### config.mk
export PLATFORM = sky130hd
export DESIGN_NAME = hmkv_ctrl
export DESIGN_NICKNAME = d
export VERILOG_FILES = /design/src/rtl/hmkv_pkg.sv /design/src/rtl/hmkv_ctrl.sv
export VERILOG_INCLUDE_DIRS = /design/src /design/src/rtl
export SDC_FILE = /design/constraint.sdc
export NUM_CORES = 1
export LEC_CHECK = 0
export BUFFER_PORTS_ARGS = -buffer_cell sky130_fd_sc_hd__buf_2
export CAP_MARGIN = 20
export CORE_AREA = 2 2 39 41
export DETAILED_ROUTE_END_ITERATION = 6
export DIE_AREA = 0 0 41 43
export PLACE_DENSITY = 0.46
export SLEW_MARGIN = 20
export SYNTH_ARGS = -nofsm -noshare
export SYNTH_HDL_FRONTEND = slang
export SYNTH_SLANG_ARGS = --single-unit
### constraint.sdc
create_clock -name i_clk -period 1.7 [get_ports i_clk]
set_clock_uncertainty 0.15 [all_clocks]
set_input_delay 0.17 -clock i_clk [delete_from_list [all_inputs] [get_ports i_clk]]
set_output_delay 0.17 -clock i_clk [all_outputs]
set_load 0.01 [all_outputs]
### src/rtl/hash_map_key_value_table_macros.svh
// Assertion macros for the key-value table engine.
// Included by modules that carry concurrent checks; depends on nothing.
`ifndef HASH_MAP_KEY_VALUE_TABLE_MACROS_SVH
`define HASH_MAP_KEY_VALUE_TABLE_MACROS_SVH

// Same-cycle implication, off while reset is asserted.
`define HMKV_ASSERT_IMP(lbl, clk, rst_n, ante, cons, msg) \
    lbl: assert property (@(posedge clk) disable iff (!rst_n) (ante) |-> (cons)) \
        else $error(msg);

// Next-cycle implication, off while reset is asserted.
`define HMKV_ASSERT_NXT(lbl, clk, rst_n, ante, cons, msg) \
    lbl: assert property (@(posedge clk) disable iff (!rst_n) (ante) |=> (cons)) \
        else $error(msg);

`endif

### src/rtl/hmkv_pkg.sv
// Shared constants, types and opcodes of the key-value table engine.
// Depends on nothing; used by every other file of the block but the macro header.
package hmkv_pkg;

    localparam int OP_W        = 2;
    localparam int KEY_W       = 32;
    localparam int VAL_W       = 32;
    // Bucket count must stay a power of two: the hash reduction is a bit slice.
    localparam int NUM_BUCKETS = 1024;
    localparam int BUCKET_WAYS = 4;
    localparam int BUCKET_BITS = $clog2(NUM_BUCKETS);
    localparam int WAY_BITS    = (BUCKET_WAYS > 1) ? $clog2(BUCKET_WAYS) : 1;
    localparam int HASH_SHIFT  = 16;
    // Only the product bits up to the top bucket bit matter.
    localparam int PROD_W      = HASH_SHIFT + BUCKET_BITS;

    localparam logic [KEY_W-1:0] HASH_MULT  = 32'h9E37_79B9;
    localparam logic [VAL_W-1:0] MISS_VALUE = '1;

    localparam logic [OP_W-1:0] OP_PUT    = 2'd0;
    localparam logic [OP_W-1:0] OP_GET    = 2'd1;
    localparam logic [OP_W-1:0] OP_REMOVE = 2'd2;

    typedef struct packed {
        logic [BUCKET_WAYS-1:0]             valid;
        logic [BUCKET_WAYS-1:0][KEY_W-1:0]  keys;
        logic [BUCKET_WAYS-1:0][VAL_W-1:0]  values;
    } t_row;

    typedef struct packed {
        logic idle;   // take a request
        logic clear;  // write one empty row of the clearing pass
        logic read;   // read the bucket row
        logic exec;   // compare, write back, load the result
    } t_cmd;

    typedef struct packed {
        logic req_valid;
        logic clr_last;
        logic out_free;
    } t_status;

endpackage

### src/rtl/hmkv_ctrl.sv
// Controller of the key-value table engine: clearing pass, then accept/read/execute.
// Depends on hmkv_pkg and the assertion macro header.
`include "hash_map_key_value_table_macros.svh"

module hmkv_ctrl (
    input  logic              i_clk,
    input  logic              i_rst_n,
    input  hmkv_pkg::t_status i_status,
    output hmkv_pkg::t_cmd    o_cmd
);

    typedef enum logic [3:0] {
        ST_CLEAR = 4'b0001,
        ST_IDLE  = 4'b0010,
        ST_READ  = 4'b0100,
        ST_EXEC  = 4'b1000
    } t_state;

    t_state r_state;
    t_state n_state;

    always_comb begin
        n_state = r_state;
        case (r_state)
            ST_CLEAR: begin
                if (i_status.clr_last) n_state = ST_IDLE;
            end
            ST_IDLE: begin
                if (i_status.req_valid) n_state = ST_READ;
            end
            ST_READ: begin
                n_state = ST_EXEC;
            end
            ST_EXEC: begin
                // hold until the result register can take the new transaction
                if (i_status.out_free) n_state = ST_IDLE;
            end
            default: begin
                n_state = ST_CLEAR;
            end
        endcase
    end

    always_ff @(posedge i_clk) begin
        if (!i_rst_n) begin
            r_state <= ST_CLEAR;
        end else begin
            r_state <= n_state;
        end
    end

    always_comb begin
        o_cmd.idle  = (r_state == ST_IDLE);
        o_cmd.clear = (r_state == ST_CLEAR);
        o_cmd.read  = (r_state == ST_READ);
        o_cmd.exec  = (r_state == ST_EXEC) && i_status.out_free;
    end

    `HMKV_ASSERT_NXT(a_accept_reads, i_clk, i_rst_n,
        (r_state == ST_IDLE) && i_status.req_valid, r_state == ST_READ,
        "accepted request did not move to bucket read")
    `HMKV_ASSERT_NXT(a_exec_stalls, i_clk, i_rst_n,
        (r_state == ST_EXEC) && !i_status.out_free, r_state == ST_EXEC,
        "execute step left while result register busy")
    `HMKV_ASSERT_NXT(a_clear_ends, i_clk, i_rst_n,
        (r_state == ST_CLEAR) && i_status.clr_last, r_state == ST_IDLE,
        "clearing pass did not end at the last row")
    `HMKV_ASSERT_IMP(a_exec_after_read, i_clk, i_rst_n,
        r_state == ST_EXEC,
        ($past(r_state) == ST_READ) || ($past(r_state) == ST_EXEC),
        "execute step entered without a bucket read")

endmodule

# [Word-level counts from Yosys, hierarchy flattened]
# Cells that the tools add are included.
[totals] reg_bits=4 latch_bits=0 ramBits=0 romBits=0 in_bits=5 mem_count=0
[op_classes] add_sub_neg=0 n_mul=0 div=0 order_cmp=0 n_eq_ne=7 shift=0 mux=4 bitwise_logic=0 reduce_logical=2
[ops] cell="one-hot mux 4 bit (4 select lines)" n=1
[ops] cell="two-way mux 4 bit" n=3
[ops] cell="inequality test 2 bit, second input constant" n=3
[ops] cell="== test 4 x 1 -> 1 bit, second input constant" n=1
[ops] cell="== test 4 x 2 -> 1 bit, second input constant" n=1
[ops] cell="== test 4 x 3 -> 1 bit, second input constant" n=1
[ops] cell="== test 4 bit, second input constant" n=1
[ops] cell="AND reduction 3 bit" n=1
[ops] cell="logical AND 1 bit" n=1

# [Logic depth before layout (Yosys ltp)]
# Gate-level depths: netlist (run 1).
[depth] word_depth=3 depth_mapped=4

# [Least setup slack after synthesis (run 1)]
# No wires, ideal clock.
[synth_timing] path_kind="register to output" from="register r_state[1]" to="output port o_cmd[2] (netlist bit)" arrival_time_ns=0.916 required_ns=1.380 setup_slack_ns=0.464 stages_incl_launch_ff=3 cell_sequence="dfxtp_1 -> buf_2 -> nor4b_1"
[synth_rtl] item="start, declared" line="hmkv_ctrl.sv:19" source="t_state r_state;"
[synth_rtl] item="start signal, assigned" line="hmkv_ctrl.sv:48" source="r_state <= n_state;"
[synth_rtl] item="end, declared" line="hmkv_ctrl.sv:9" source="output hmkv_pkg::t_cmd o_cmd"

==> results of run 1 <==
layout make-up:
cell class / count / area (sq um) / area share [%]
multi-input cells: 19 / 148.9 / 45.25
flip-flops and latches: 4 / 80.08 / 24.33
repair buffers: 9 / 50.05 / 15.21
clock buffers: 3 / 22.52 / 6.844
well taps: 16 / 20.02 / 6.084
inverters: 2 / 7.507 / 2.281
where the power goes:
group	leakage [nW]	internal (W)	switching [W]
clock	0.0138	0.0000787	0.0000353
sequential	0.0327	0.0000983	0.00000932
combinational	0.0865	0.0000180	0.0000117
total	0.133	0.000195	0.0000563
how the worst min path moves through the flow:
stage / from / endpoint / depth (start not counted)
after floorplan: i_rst_n / r_state[0] / 1
after global placement: i_rst_n / r_state[0] / 2
after detailed placement: i_rst_n / r_state[0] / 2
after CTS: i_status[2] / r_state[2] / 2
after global routing: i_status[2] / r_state[2] / 2
final: i_status[2] / r_state[2] / 2
critical path, cell delays in order (launching register included):
cell	delay, ns
sky130_fd_sc_hd__dfxtp_1	0.51
sky130_fd_sc_hd__nor4b_1	0.27
sky130_fd_sc_hd__buf_2	0.18
kinds of logic (layout without fill, tap and decap cells):
family / count (synthesis) / in the layout
flops: 4 / 4
compound gates: 6 / 6
simple gates: 13 / 13
buf+inv: 5 / 14
repair_timing:
item                       CTS  global route
hold endpoints to repair     1             0
setup endpoints to repair    0             0
hold buffers                 1             0
setup buffers                0             0
gates resized for setup      0             0
Yosys cell counts:
| cell | instances |
|---|---|
| sky130_fd_sc_hd__inv_1 | 2 |
| sky130_fd_sc_hd__o21a_1 | 2 |
| sky130_fd_sc_hd__a21oi_1 | 2 |
| sky130_fd_sc_hd__and3_1 | 1 |
| sky130_fd_sc_hd__buf_6 | 2 |
| sky130_fd_sc_hd__nand2b_1 | 1 |
| sky130_fd_sc_hd__nor4b_2 | 1 |
| sky130_fd_sc_hd__nor2_1 | 1 |
| sky130_fd_sc_hd__nor3b_1 | 1 |
| sky130_fd_sc_hd__o21ai_1 | 1 |
| sky130_fd_sc_hd__nor3_1 | 1 |
| sky130_fd_sc_hd__and4_1 | 1 |
| sky130_fd_sc_hd__nor4b_1 | 2 |
| sky130_fd_sc_hd__a311oi_1 | 1 |
| sky130_fd_sc_hd__nor2b_1 | 1 |
| sky130_fd_sc_hd__dfxtp_1 | 4 |
| sky130_fd_sc_hd__nor4_1 | 1 |
| sky130_fd_sc_hd__nand3b_4 | 1 |
| sky130_fd_sc_hd__buf_2 | 1 |
| sky130_fd_sc_hd__nand3b_1 | 1 |
stage by stage:
step	power, W	utilization, %	instance area, sq um	hold WS (ns)
after CTS	0.0002598	23.78	329.1	0.06058
after detailed placement	0.0001370	21.43	296.5	0.2388
final	0.0002513	23.78	329.1	0.06957
after global routing	0.0002682	23.78	329.1	0.08219
after global placement	0.0001379	21.43	296.5	0.2493
after floorplan	0.0001293	-	264.0	0.09999
routing by layer:
layer,GRT usage [%],vias to the layer above
met2,8.125,5
met5,0,-
met4,2.000,0
met1,10.97,111
li1,-,124
met3,6.283,0
==> impl_metrics.prom, run 1 <==
# TYPE chip_impl_metric gauge
chip_impl_info{name="status",value="completed"} 1
chip_impl_metric{name="timing.critical_path.arrival",unit="ns"} 1.19
chip_impl_metric{name="setup_slack",unit="ns"} 0.1904
chip_impl_info{name="timing_worst_setup_path_type",value="flop to primary output"} 1
chip_impl_metric{name="max_fanout_on_critical_path",unit=""} 9
chip_impl_metric{name="layout_worst_path_cycle_share",unit="%"} 88.80
chip_impl_metric{name="final_layout_size_suffix_gt1_share",unit="%"} 35.14
chip_impl_metric{name="cellLeakagePower",unit="nW"} 0.1330
chip_impl_metric{name="diodes",unit=""} 0
chip_impl_metric{name="cts-root-to-sink-buffers",unit=""} 2
chip_impl_info{name="register_ranked_first_by_flip_flop_count",value="r_state"} 1
chip_impl_metric{name="syn_inst",unit=""} 28
chip_impl_metric{name="chipWidth",unit="um"} 41
chip_impl_metric{name="clock_sinks",unit=""} 4
chip_impl_metric{name="synth_compound_area_share",unit="%"} 14.69
chip_impl_metric{name="mapped_cell_area",unit="sq um"} 264.0
chip_impl_metric{name="final_nets",unit=""} 44
chip_impl_info{name="synth.largest_area_cell",value="sky130_fd_sc_hd__dfxtp_1"} 1
chip_impl_metric{name="number_of_buffers_added_by_the_clock_tree_synthesis_step",unit=""} 3
chip_impl_metric{name="post_synth_and_or_nand_nor_area_fraction",unit="%"} 41.71
chip_impl_metric{name="initial_core_util",unit="%"} 19.08
chip_impl_metric{name="ff2ff_path_depth",unit=""} 3
chip_impl_metric{name="routed-wl-met3",unit="um"} 33
chip_impl_metric{name="hold_viol",unit=""} 0
chip_impl_info{name="largest_regs",value="r_state x4"} 1
chip_impl_metric{name="postSynthRegisterBits",unit=""} 4
chip_impl_metric{name="setup_viol",unit=""} 0
chip_impl_metric{name="grt.total_usage",unit="%"} 7.538
chip_impl_metric{name="routed-wl-met2",unit="um"} 205
chip_impl_metric{name="clock_tree.htree_level_count",unit=""} 1
chip_impl_metric{name="grt-ovfl-total",unit=""} 0
chip_impl_metric{name="coreArea",unit="sq um"} 1384
chip_impl_metric{name="antenna_left",unit=""} 0
chip_impl_metric{name="drt-initial-drc-count",unit=""} 0
chip_impl_metric{name="route.layer.met1.wl",unit="um"} 280
chip_impl_metric{name="vias",unit=""} 240
chip_impl_metric{name="fillers",unit=""} 155
chip_impl_metric{name="standard_cell_row_count",unit=""} 14
chip_impl_metric{name="layout_area_overhead",unit="%"} 24.64
chip_impl_metric{name="grt_pass1_vias",unit=""} 207
chip_impl_info{name="cts_root_buf",value="sky130_fd_sc_hd__clkbuf_4"} 1
chip_impl_metric{name="firstDrtPassIters",unit=""} 1
chip_impl_metric{name="wl",unit="um"} 519
chip_impl_metric{name="vdd_drop_max",unit="V"} 0.0004316
chip_impl_metric{name="wl_per_cell",unit="um"} 9.792
chip_impl_info{name="rr_startpoint",value="r_state[0]"} 1
chip_impl_metric{name="finalCriticalPeriod",unit="ns"} 1.510
chip_impl_metric{name="critPathRequiredTime",unit="ns"} 1.38
chip_impl_metric{name="drt_drc_violations_left",unit=""} 0
chip_impl_metric{name="synth_fa_ha_area_share",unit="%"} 0
chip_impl_metric{name="place_congestion",unit=""} 0.7126
chip_impl_info{name="critPathLaunchType",value="flop"} 1
chip_impl_metric{name="i_o_pin_count",unit=""} 9
chip_impl_metric{name="post_synth_mux_area_share",unit="%"} 0
chip_impl_metric{name="insertion_delay",unit="ns"} 0.23
chip_impl_info{name="yosys-top-cells-area",value="sky130_fd_sc_hd__dfxtp_1 30%, sky130_fd_sc_hd__buf_6 8.5%, sky130_fd_sc_hd__nand3b_4 7.6%"} 1
chip_impl_metric{name="design.die.area",unit="sq um"} 1763
chip_impl_info{name="layout_commonest_cell",value="sky130_fd_sc_hd__buf_2"} 1
chip_impl_metric{name="synthXorXnorAreaFrac",unit="%"} 0
chip_impl_metric{name="post_synth.cell_area_avg",unit="sq um"} 9.429
chip_impl_metric{name="yosysTopAreaCellShare",unit="%"} 30.33
chip_impl_metric{name="worst_setup_slack_after_placement",unit="ns"} 0.4290
chip_impl_info{name="crit_path_start",value="r_state[0]"} 1
chip_impl_metric{name="number_of_synthesis_warnings",unit=""} 0
chip_impl_metric{name="yosysSeqAreaShare",unit="%"} 30.33
chip_impl_info{name="layout_common_cells",value="8 x sky130_fd_sc_hd__buf_2, 4 x sky130_fd_sc_hd__dfxtp_1, 3 x sky130_fd_sc_hd__clkbuf_4"} 1
chip_impl_metric{name="dpl.cell_count",unit=""} 49
chip_impl_metric{name="max_freq",unit="MHz"} 662.4
chip_impl_metric{name="yosys.cell_types.count",unit=""} 20
chip_impl_metric{name="worstMarginPinSlew",unit="ns"} 0.3422
chip_impl_metric{name="slew-limit-headroom",unit="%"} 77.15
chip_impl_metric{name="regToRegSetupSlack",unit="ns"} 0.44
chip_impl_info{name="rsz0062_at_grt",value="no"} 1
chip_impl_metric{name="largest_register_ff_count",unit=""} 4
chip_impl_info{name="top_signal_layer_used",value="met3"} 1
chip_impl_metric{name="final_cell_count_no_fill",unit=""} 53
chip_impl_metric{name="slew_viol_final",unit=""} 0
chip_impl_metric{name="powerDensity",unit="nW/um^2"} 763.7
chip_impl_metric{name="setup_tns",unit="ns"} 0
chip_impl_metric{name="number_of_antenna_violations_at_the_first_check_in_global_routing",unit=""} 0
chip_impl_metric{name="grt_max_degree",unit=""} 11
chip_impl_info{name="setup.worst_path.end_class",value="primary output"} 1
chip_impl_metric{name="placement.io_buffers",unit=""} 8
chip_impl_metric{name="die_h",unit="um"} 43
chip_impl_metric{name="max_cap_violations",unit=""} 0
chip_impl_metric{name="grt_pass1_wl",unit="um"} 848
chip_impl_metric{name="synth_fp_nets",unit=""} 33
chip_impl_info{name="worstHoldPathType",value="input pin to flop"} 1
chip_impl_info{name="r2r_end",value="r_state[0]"} 1
chip_impl_metric{name="clk_transition_reported_paths",unit="ns"} 0.04
chip_impl_info{name="cts_tree",value="yes"} 1
chip_impl_info{name="timing.critical_path.to",value="o_cmd[2]"} 1
chip_impl_info{name="main_combinational_cell_family_by_area_after_synthesis",value="simple AND/OR/NAND/NOR gates"} 1
chip_impl_metric{name="viasPerCell",unit=""} 4.528
Power figures use the tool's default switching activity.
==> run 2: changes to the inputs <==
Settings changed: ABC_AREA set to 1, PLACE_DENSITY 0.46 to 0.44.
==> run 2 against run 1 <==
Sequential power rose by 22%. Synthesized area fell by 11%. Register-to-register slack improved by 0.10 ns. Largest power group is now combinational cells. Critical path type unchanged. Sequential cell count did not move. Critical path depth rose by 2. Largest cell class unchanged.
==> impl_metrics.prom, run 2 <==
# TYPE chip_impl_metric gauge
chip_impl_metric{name="largest_register_ff_count",unit=""} 4
chip_impl_metric{name="sw_frac_of_total",unit="%"} 37.41
chip_impl_metric{name="slew_viol_final",unit=""} 0
chip_impl_metric{name="max_fanout_on_critical_path",unit=""} 3
chip_impl_metric{name="detailed_place_hpwl",unit="um"} 427.2
chip_impl_metric{name="layout_area_overhead",unit="%"} 35.29
chip_impl_metric{name="wl_per_cell",unit="um"} 8.098
chip_impl_info{name="layout_common_cells",value="8 x sky130_fd_sc_hd__inv_1, 8 x sky130_fd_sc_hd__buf_2, 5 x sky130_fd_sc_hd__nand3_1"} 1
chip_impl_metric{name="standard_cell_row_count",unit=""} 14
chip_impl_metric{name="firstDrtPassIters",unit=""} 4
chip_impl_info{name="timing_worst_setup_path_type",value="flop to primary output"} 1
chip_impl_metric{name="async_reset_ff_share",unit="%"} 0
chip_impl_metric{name="p_int",unit="W"} 0.0002558
chip_impl_metric{name="final_nets",unit=""} 52
chip_impl_metric{name="timing.critical_path.arrival",unit="ns"} 1.11
chip_impl_metric{name="layout_worst_path_cycle_share",unit="%"} 84.00
chip_impl_metric{name="clock_tree.htree_level_count",unit=""} 1
chip_impl_info{name="worstHoldPathType",value="input pin to flop"} 1
chip_impl_metric{name="chipWidth",unit="um"} 41
chip_impl_metric{name="clk_transition_reported_paths",unit="ns"} 0.03
chip_impl_metric{name="powerDensity",unit="nW/um^2"} 1291
chip_impl_metric{name="combPwrFrac",unit="%"} 39.8
chip_impl_info{name="yosys-top-cells-area",value="sky130_fd_sc_hd__dfxtp_1 34%, sky130_fd_sc_hd__inv_1 13%, sky130_fd_sc_hd__nand3_1 11%"} 1
chip_impl_info{name="synth.largest_area_cell",value="sky130_fd_sc_hd__dfxtp_1"} 1
chip_impl_info{name="status",value="completed"} 1
chip_impl_metric{name="hold_viol",unit=""} 0
chip_impl_metric{name="synth_edf_count",unit=""} 0
chip_impl_metric{name="power_frac_clock",unit="%"} 27.8
chip_impl_metric{name="yosysTopAreaCellShare",unit="%"} 34.22
chip_impl_metric{name="antenna_left",unit=""} 0
chip_impl_info{name="register_ranked_first_by_flip_flop_count",value="r_state"} 1
chip_impl_metric{name="die_h",unit="um"} 43
chip_impl_metric{name="cts_post_setup_buffers_inserted",unit=""} 0
chip_impl_metric{name="grt.met1_usage",unit="%"} 9.585
chip_impl_metric{name="cellLeakagePower",unit="nW"} 0.1791
chip_impl_metric{name="yosysSeqAreaShare",unit="%"} 34.22
chip_impl_metric{name="final_layout_size_suffix_gt1_share",unit="%"} 42.22
chip_impl_info{name="grt-busiest-layer",value="met1"} 1
chip_impl_metric{name="dpl.cell_count",unit=""} 58
chip_impl_info{name="cts_tree",value="yes"} 1
chip_impl_metric{name="yosys.cell_types.count",unit=""} 14
chip_impl_metric{name="postSynthRegisterBits",unit=""} 4
chip_impl_metric{name="coreArea",unit="sq um"} 1384
chip_impl_metric{name="groute.layer.met2.usage",unit="%"} 7.500
chip_impl_metric{name="synth_fp_nets",unit=""} 39
chip_impl_info{name="ys_dominant_reg_cell",value="sky130_fd_sc_hd__dfxtp_1"} 1
chip_impl_metric{name="setup_tns",unit="ns"} 0
chip_impl_metric{name="grt-ovfl-total",unit=""} 0
chip_impl_info{name="cts_root_buf",value="sky130_fd_sc_hd__clkbuf_4"} 1
chip_impl_metric{name="viasPerCell",unit=""} 3.820
chip_impl_metric{name="i_o_pin_count",unit=""} 9
chip_impl_metric{name="placement.io_buffers",unit=""} 8
chip_impl_metric{name="number_of_synthesis_warnings",unit=""} 0
chip_impl_metric{name="mapped_cell_area",unit="sq um"} 234.0
chip_impl_metric{name="power.share.sequential",unit="%"} 32.4
chip_impl_metric{name="max_cap_violations",unit=""} 0
chip_impl_metric{name="design.die.area",unit="sq um"} 1763
chip_impl_metric{name="final_cell_count_no_fill",unit=""} 61
chip_impl_metric{name="post_cts_resized",unit=""} 0
chip_impl_info{name="post-synth-top-count-cell",value="sky130_fd_sc_hd__inv_1"} 1
chip_impl_metric{name="drt_drc_violations_left",unit=""} 0
chip_impl_metric{name="initial_core_util",unit="%"} 16.91
chip_impl_metric{name="vias",unit=""} 233
chip_impl_metric{name="slew-limit-headroom",unit="%"} 87.15
chip_impl_info{name="rsz0062_at_grt",value="no"} 1
chip_impl_metric{name="post_synth.cell_area_avg",unit="sq um"} 6.882
chip_impl_metric{name="vdd_drop_max",unit="V"} 0.0003615
chip_impl_metric{name="place_congestion",unit=""} 0.6989
chip_impl_metric{name="diodes",unit=""} 0
chip_impl_metric{name="grt_pass1_wl",unit="um"} 752
chip_impl_metric{name="insertion_delay",unit="ns"} 0.23
chip_impl_metric{name="wl",unit="um"} 494
chip_impl_metric{name="number_of_antenna_violations_at_the_first_check_in_global_routing",unit=""} 0
chip_impl_info{name="netlist_top_cells_count",value="8 x sky130_fd_sc_hd__inv_1, 5 x sky130_fd_sc_hd__nand3_1, 4 x sky130_fd_sc_hd__dfxtp_1"} 1
chip_impl_metric{name="worstMarginPinSlew",unit="ns"} 0.1921
chip_impl_metric{name="grt_max_degree",unit=""} 5
chip_impl_metric{name="clock_sinks",unit=""} 4
chip_impl_metric{name="syn_inst",unit=""} 34
chip_impl_metric{name="max_freq",unit="MHz"} 700.3
chip_impl_metric{name="critPathRequiredTime",unit="ns"} 1.38
chip_impl_metric{name="setup_viol",unit=""} 0
chip_impl_metric{name="global_route_met3_utilization",unit="%"} 1.571
chip_impl_metric{name="grt.total_usage",unit="%"} 6.613
chip_impl_metric{name="cts-root-to-sink-buffers",unit=""} 2
chip_impl_info{name="setup.worst_path.end_class",value="primary output"} 1
chip_impl_metric{name="grt_pass1_vias",unit=""} 199
chip_impl_metric{name="switching_component_of_the_power",unit="W"} 0.0001529
chip_impl_info{name="critPathLaunchType",value="flop"} 1
chip_impl_metric{name="number_of_buffers_added_by_the_clock_tree_synthesis_step",unit=""} 3
chip_impl_metric{name="drt-initial-drc-count",unit=""} 3
chip_impl_metric{name="finalCriticalPeriod",unit="ns"} 1.428
chip_impl_metric{name="post_cts_hold_buffer_count",unit=""} 0
chip_impl_info{name="largest_regs",value="r_state x4"} 1
==> run 2: power groups by stage <==
stage                     clock network, W  logic [W]  registers [W]
after floorplan                          0   0.000123       0.000132
after global placement                   0   0.000166       0.000134
after detailed placement                 0   0.000164       0.000134
after CTS                         0.000120   0.000164       0.000133
after global routing              0.000124   0.000181       0.000137
final                             0.000114   0.000163       0.000132
==> run 2: kinds of logic (layout without fill, tap and decap cells) <==
group / after synthesis / count (layout) / synth area share [%]
flops: 4 / 4 / 34.23
simple gates: 19 / 19 / 45.46
buf+inv: 9 / 20 / 14.44
compound gates: 2 / 2 / 5.881
==> run 2: path summary, 6_finish.rpt <==
| kind | start | to | slack (ns) | cells after the start |
|---|---|---|---|---|
| max | r_state[1] | o_cmd[0] | 0.27 | 4 |
| min | i_rst_n | r_state[0] | 0.02 | 2 |
| max reg2reg | r_state[1] | r_state[1] | 0.54 | 4 |
| min reg2reg | r_state[1] | r_state[1] | 0.34 | 2 |
==> run 2: layer usage <==
layer | up-vias | share of wire (%) | wire length [um]
li1 | 128 | - | -
met1 | 91 | 53 | 264
met2 | 12 | 36 | 179
met3 | 2 | 7.1 | 35
met4 | 0 | 2.8 | 14
met5 | - | 0 | 0
==> run 2: worst max-delay path, cell delays in order (launching register included) <==
cell                      delay, ns
sky130_fd_sc_hd__dfxtp_1       0.32
sky130_fd_sc_hd__nor2_1        0.19
sky130_fd_sc_hd__nand2_1       0.13
sky130_fd_sc_hd__nor2_1        0.10
sky130_fd_sc_hd__buf_2         0.13
==> run 2: layout make-up <==
type                    count  area (sq um)
fillers                   165          1067
multi-input cells          21         120.1
flip-flops and latches      4         80.08
repair buffers              8         40.04
inverters                   9         33.78
clock buffers               3         22.52
well taps                  16         20.02
==> run 2: per-stage QoR <==
step | hold WS (ns) | cell area [sq um] | utilization [%] | worst slack (ns) | power [W]
floorplan | 0.1046 | 234.0 | - | 0.6244 | 0.0002546
global placement | 0.2536 | 294.0 | 21.25 | 0.4998 | 0.0002995
detailed placement | 0.2583 | 294.0 | 21.25 | 0.4945 | 0.0002983
CTS | 0.01522 | 316.6 | 22.88 | 0.2465 | 0.0004170
global route | 0.01676 | 316.6 | 22.88 | 0.1347 | 0.0004413
finish | 0.02224 | 316.6 | 22.88 | 0.2720 | 0.0004088
==> run 3: changes to the inputs <==
Settings changed: PLACE_DENSITY 0.44 to 0.45.
Clock period 1.7 ns to 1.2 ns, I/O delays scaled along.
==> run 3 against run 2 <==
The run now ends with negative setup slack left. Sequential cell count unchanged. Critical path depth unchanged. Clock-buffer cell count unchanged. Wire length increased by 23%. Register-to-register slack got worse by 0.50 ns. Global-route usage increased by 1.0 points. Final area increased by 34%. First-iteration DRC count unchanged. Sequential share of layout area decreased by 3.5 points. Sequential power increased by 72%. Worst hold slack improved by 0.053 ns. Largest power group unchanged.
==> impl_metrics.prom, run 3 (synthesis results as in run 2) <==
# TYPE chip_impl_metric gauge
chip_impl_info{name="status",value="finished with violations"} 1
chip_impl_info{name="violated_checks",value="negative setup slack"} 1
chip_impl_metric{name="viasPerCell",unit=""} 4.015
chip_impl_info{name="rr_startpoint",value="r_state[0]"} 1
chip_impl_info{name="layout_commonest_cell",value="sky130_fd_sc_hd__buf_2"} 1
chip_impl_metric{name="max_cap_violations",unit=""} 0
chip_impl_metric{name="place_area",unit="sq um"} 294.0
chip_impl_metric{name="slew-limit-headroom",unit="%"} 91.57
chip_impl_metric{name="coreArea",unit="sq um"} 1384
chip_impl_metric{name="worstMarginPinSlew",unit="ns"} 0.1261
chip_impl_metric{name="antenna_left",unit=""} 0
chip_impl_metric{name="powerDensity",unit="nW/um^2"} 1664
chip_impl_info{name="cts_tree",value="yes"} 1
chip_impl_metric{name="power_frac_clock",unit="%"} 23.2
chip_impl_metric{name="slew_viol_final",unit=""} 0
chip_impl_info{name="cp_cell_sequence",value="nor2_4 > nand2_2 > nor2_1 > buf_2"} 1
chip_impl_metric{name="final_cell_count_no_fill",unit=""} 67
chip_impl_metric{name="total_power",unit="W"} 0.0007057
chip_impl_info{name="hold_start",value="i_status[1]"} 1
chip_impl_metric{name="layout_worst_path_cycle_share",unit="%"} 106.8
chip_impl_metric{name="insertion_delay",unit="ns"} 0.23
chip_impl_info{name="largest_regs",value="r_state x4"} 1
chip_impl_metric{name="critPathRequiredTime",unit="ns"} 0.93
chip_impl_info{name="worstHoldPathType",value="input pin to flop"} 1
chip_impl_metric{name="grt_pass1_wl",unit="um"} 834
chip_impl_info{name="hold_path_end",value="r_state[0]"} 1
chip_impl_metric{name="clock_sinks",unit=""} 4
chip_impl_metric{name="vdd_drop_max",unit="V"} 0.0005266
chip_impl_info{name="setup.worst_path.end_class",value="primary output"} 1
chip_impl_metric{name="finish.utilization",unit="%"} 30.65
chip_impl_metric{name="final_nets",unit=""} 58
chip_impl_metric{name="drt_drc_violations_left",unit=""} 0
chip_impl_metric{name="vias",unit=""} 269
chip_impl_metric{name="initial_core_util",unit="%"} 16.91
chip_impl_metric{name="timing.critical_path.arrival",unit="ns"} 1.01
chip_impl_metric{name="cellLeakagePower",unit="nW"} 0.2149
chip_impl_metric{name="grt.total_usage",unit="%"} 7.631
chip_impl_info{name="r2r_end",value="r_state[1]"} 1
chip_impl_info{name="register_ranked_first_by_flip_flop_count",value="r_state"} 1
chip_impl_metric{name="switching_component_of_the_power",unit="W"} 0.0002732
chip_impl_metric{name="grt_max_degree",unit=""} 4
chip_impl_metric{name="combPwrFrac",unit="%"} 44.6
chip_impl_metric{name="p_int",unit="W"} 0.0004325
chip_impl_metric{name="largest_register_ff_count",unit=""} 4
chip_impl_metric{name="number_of_buffers_added_by_the_clock_tree_synthesis_step",unit=""} 3
chip_impl_metric{name="setup_viol",unit=""} 4
chip_impl_metric{name="detailed_place_hpwl",unit="um"} 425.6
chip_impl_metric{name="drt-initial-drc-count",unit=""} 3
chip_impl_info{name="timing_worst_setup_path_type",value="flop to primary output"} 1
chip_impl_metric{name="critical-path-max-stage-delay",unit="ns"} 0.35
chip_impl_metric{name="max_freq",unit="MHz"} 780.0
chip_impl_metric{name="die_h",unit="um"} 43
chip_impl_info{name="layout_common_cells",value="8 x sky130_fd_sc_hd__buf_2, 6 x sky130_fd_sc_hd__inv_1, 5 x sky130_fd_sc_hd__buf_4"} 1
chip_impl_metric{name="sw_frac_of_total",unit="%"} 38.71
chip_impl_metric{name="wl",unit="um"} 608
chip_impl_metric{name="setup_tns",unit="ns"} -0.2588
chip_impl_metric{name="number_of_antenna_violations_at_the_first_check_in_global_routing",unit=""} 0
chip_impl_metric{name="grt_pass1_vias",unit=""} 243
chip_impl_metric{name="regToRegSetupSlack",unit="ns"} 0.04
chip_impl_metric{name="wl_per_cell",unit="um"} 9.075
chip_impl_info{name="rsz0062_at_grt",value="yes"} 1
chip_impl_info{name="critPathLaunchType",value="flop"} 1
chip_impl_metric{name="i_o_pin_count",unit=""} 9
chip_impl_metric{name="chipWidth",unit="um"} 41
chip_impl_metric{name="stdcell_area",unit="sq um"} 424.2
chip_impl_metric{name="layout_area_overhead",unit="%"} 81.28
chip_impl_metric{name="firstDrtPassIters",unit=""} 4
chip_impl_metric{name="finalCriticalPeriod",unit="ns"} 1.282
chip_impl_metric{name="clock_tree.htree_level_count",unit=""} 1
chip_impl_metric{name="power.share.sequential",unit="%"} 32.2
chip_impl_metric{name="clk_transition_reported_paths",unit="ns"} 0.03
chip_impl_metric{name="hold_viol",unit=""} 0
chip_impl_metric{name="placement.io_buffers",unit=""} 8
chip_impl_metric{name="hold_depth",unit=""} 3
chip_impl_metric{name="place_congestion",unit=""} 0.6962
chip_impl_metric{name="design.die.area",unit="sq um"} 1763
chip_impl_metric{name="diodes",unit=""} 0
chip_impl_metric{name="final_layout_size_suffix_gt1_share",unit="%"} 74.51
chip_impl_metric{name="cts-root-to-sink-buffers",unit=""} 2
chip_impl_info{name="critical-path-slowest-cell",value="sky130_fd_sc_hd__dfxtp_4"} 1
chip_impl_metric{name="standard_cell_row_count",unit=""} 14
chip_impl_metric{name="ff2ff_path_depth",unit=""} 7
chip_impl_metric{name="dpl.cell_count",unit=""} 58
chip_impl_info{name="cts_root_buf",value="sky130_fd_sc_hd__clkbuf_4"} 1
chip_impl_metric{name="grt-ovfl-total",unit=""} 0
chip_impl_metric{name="max_fanout_on_critical_path",unit=""} 3
chip_impl_metric{name="setup_slack",unit="ns"} -0.08211
==> run 3: metrics by stage <==
stage               setup WS (ns)  hold WS [ns]
floorplan                  0.1541       0.05456
global placement          0.07951        0.1951
detailed placement        0.07334        0.1929
CTS                      -0.09118       0.04990
global route              -0.1336       0.09662
finish                   -0.08211       0.07543
==> run 3: cell type report <==
cell class	count	area, sq um
Fill cell	153	959.7
Sequential cell	4	92.59
Timing Repair Buffer	14	87.58
Inverter	9	33.78
Clock buffer	3	22.52
Multi-Input combinational cell	21	167.7
Tap cell	16	20.02
==> run 3: per-layer routing <==
metal / up-vias / GRT usage, % / wire [um]
met1: 119 / 7.074 / 226
met3: 0 / 3.141 / 65
met4: 0 / 8.000 / 0
met5: - / 0 / 0
met2: 11 / 11.25 / 317
li1: 139 / - / -
==> run 3: how the worst max path moves through the flow <==
stage               start         end  slack, ns  depth (start not counted)
6_report       r_state[1]    o_cmd[0]      -0.08                          4
3_3_place_gp   r_state[2]  r_state[1]       0.08                          4
5_1_grt        r_state[1]    o_cmd[0]      -0.13                          4
2_1_floorplan  r_state[1]  r_state[1]       0.15                          5
3_5_place_dp   r_state[1]    o_cmd[0]       0.07                          4
4_1_cts        r_state[2]    o_cmd[3]      -0.09                          4
==> run 3: timing repair <==
item | 4_1_cts | 5_1_grt
hold endpoints to repair | 2 | 0
hold buffers | 1 | 0
resized for setup | 11 | 10
pin swaps | 6 | 6
endpoints found under the setup margin | 4 | 7
setup buffers | 4 | 2
==> run 3: worst max-delay path: cells and delay by family, from the launching register on <==
family	cells	cell delay, ns
buffers and inverters	1	0.13
DFF	1	0.35
and+or+nand+nor	3	0.30
==> run 3: power groups by stage <==
stage	Combinational [W]	Sequential [W]	Clock (W)
detailed placement	0.000230	0.000192	0
global placement	0.000230	0.000192	0
floorplan	0.000174	0.000186	0
finish	0.000315	0.000227	0.000164
CTS	0.000257	0.000215	0.000169
global route	0.000345	0.000232	0.000179
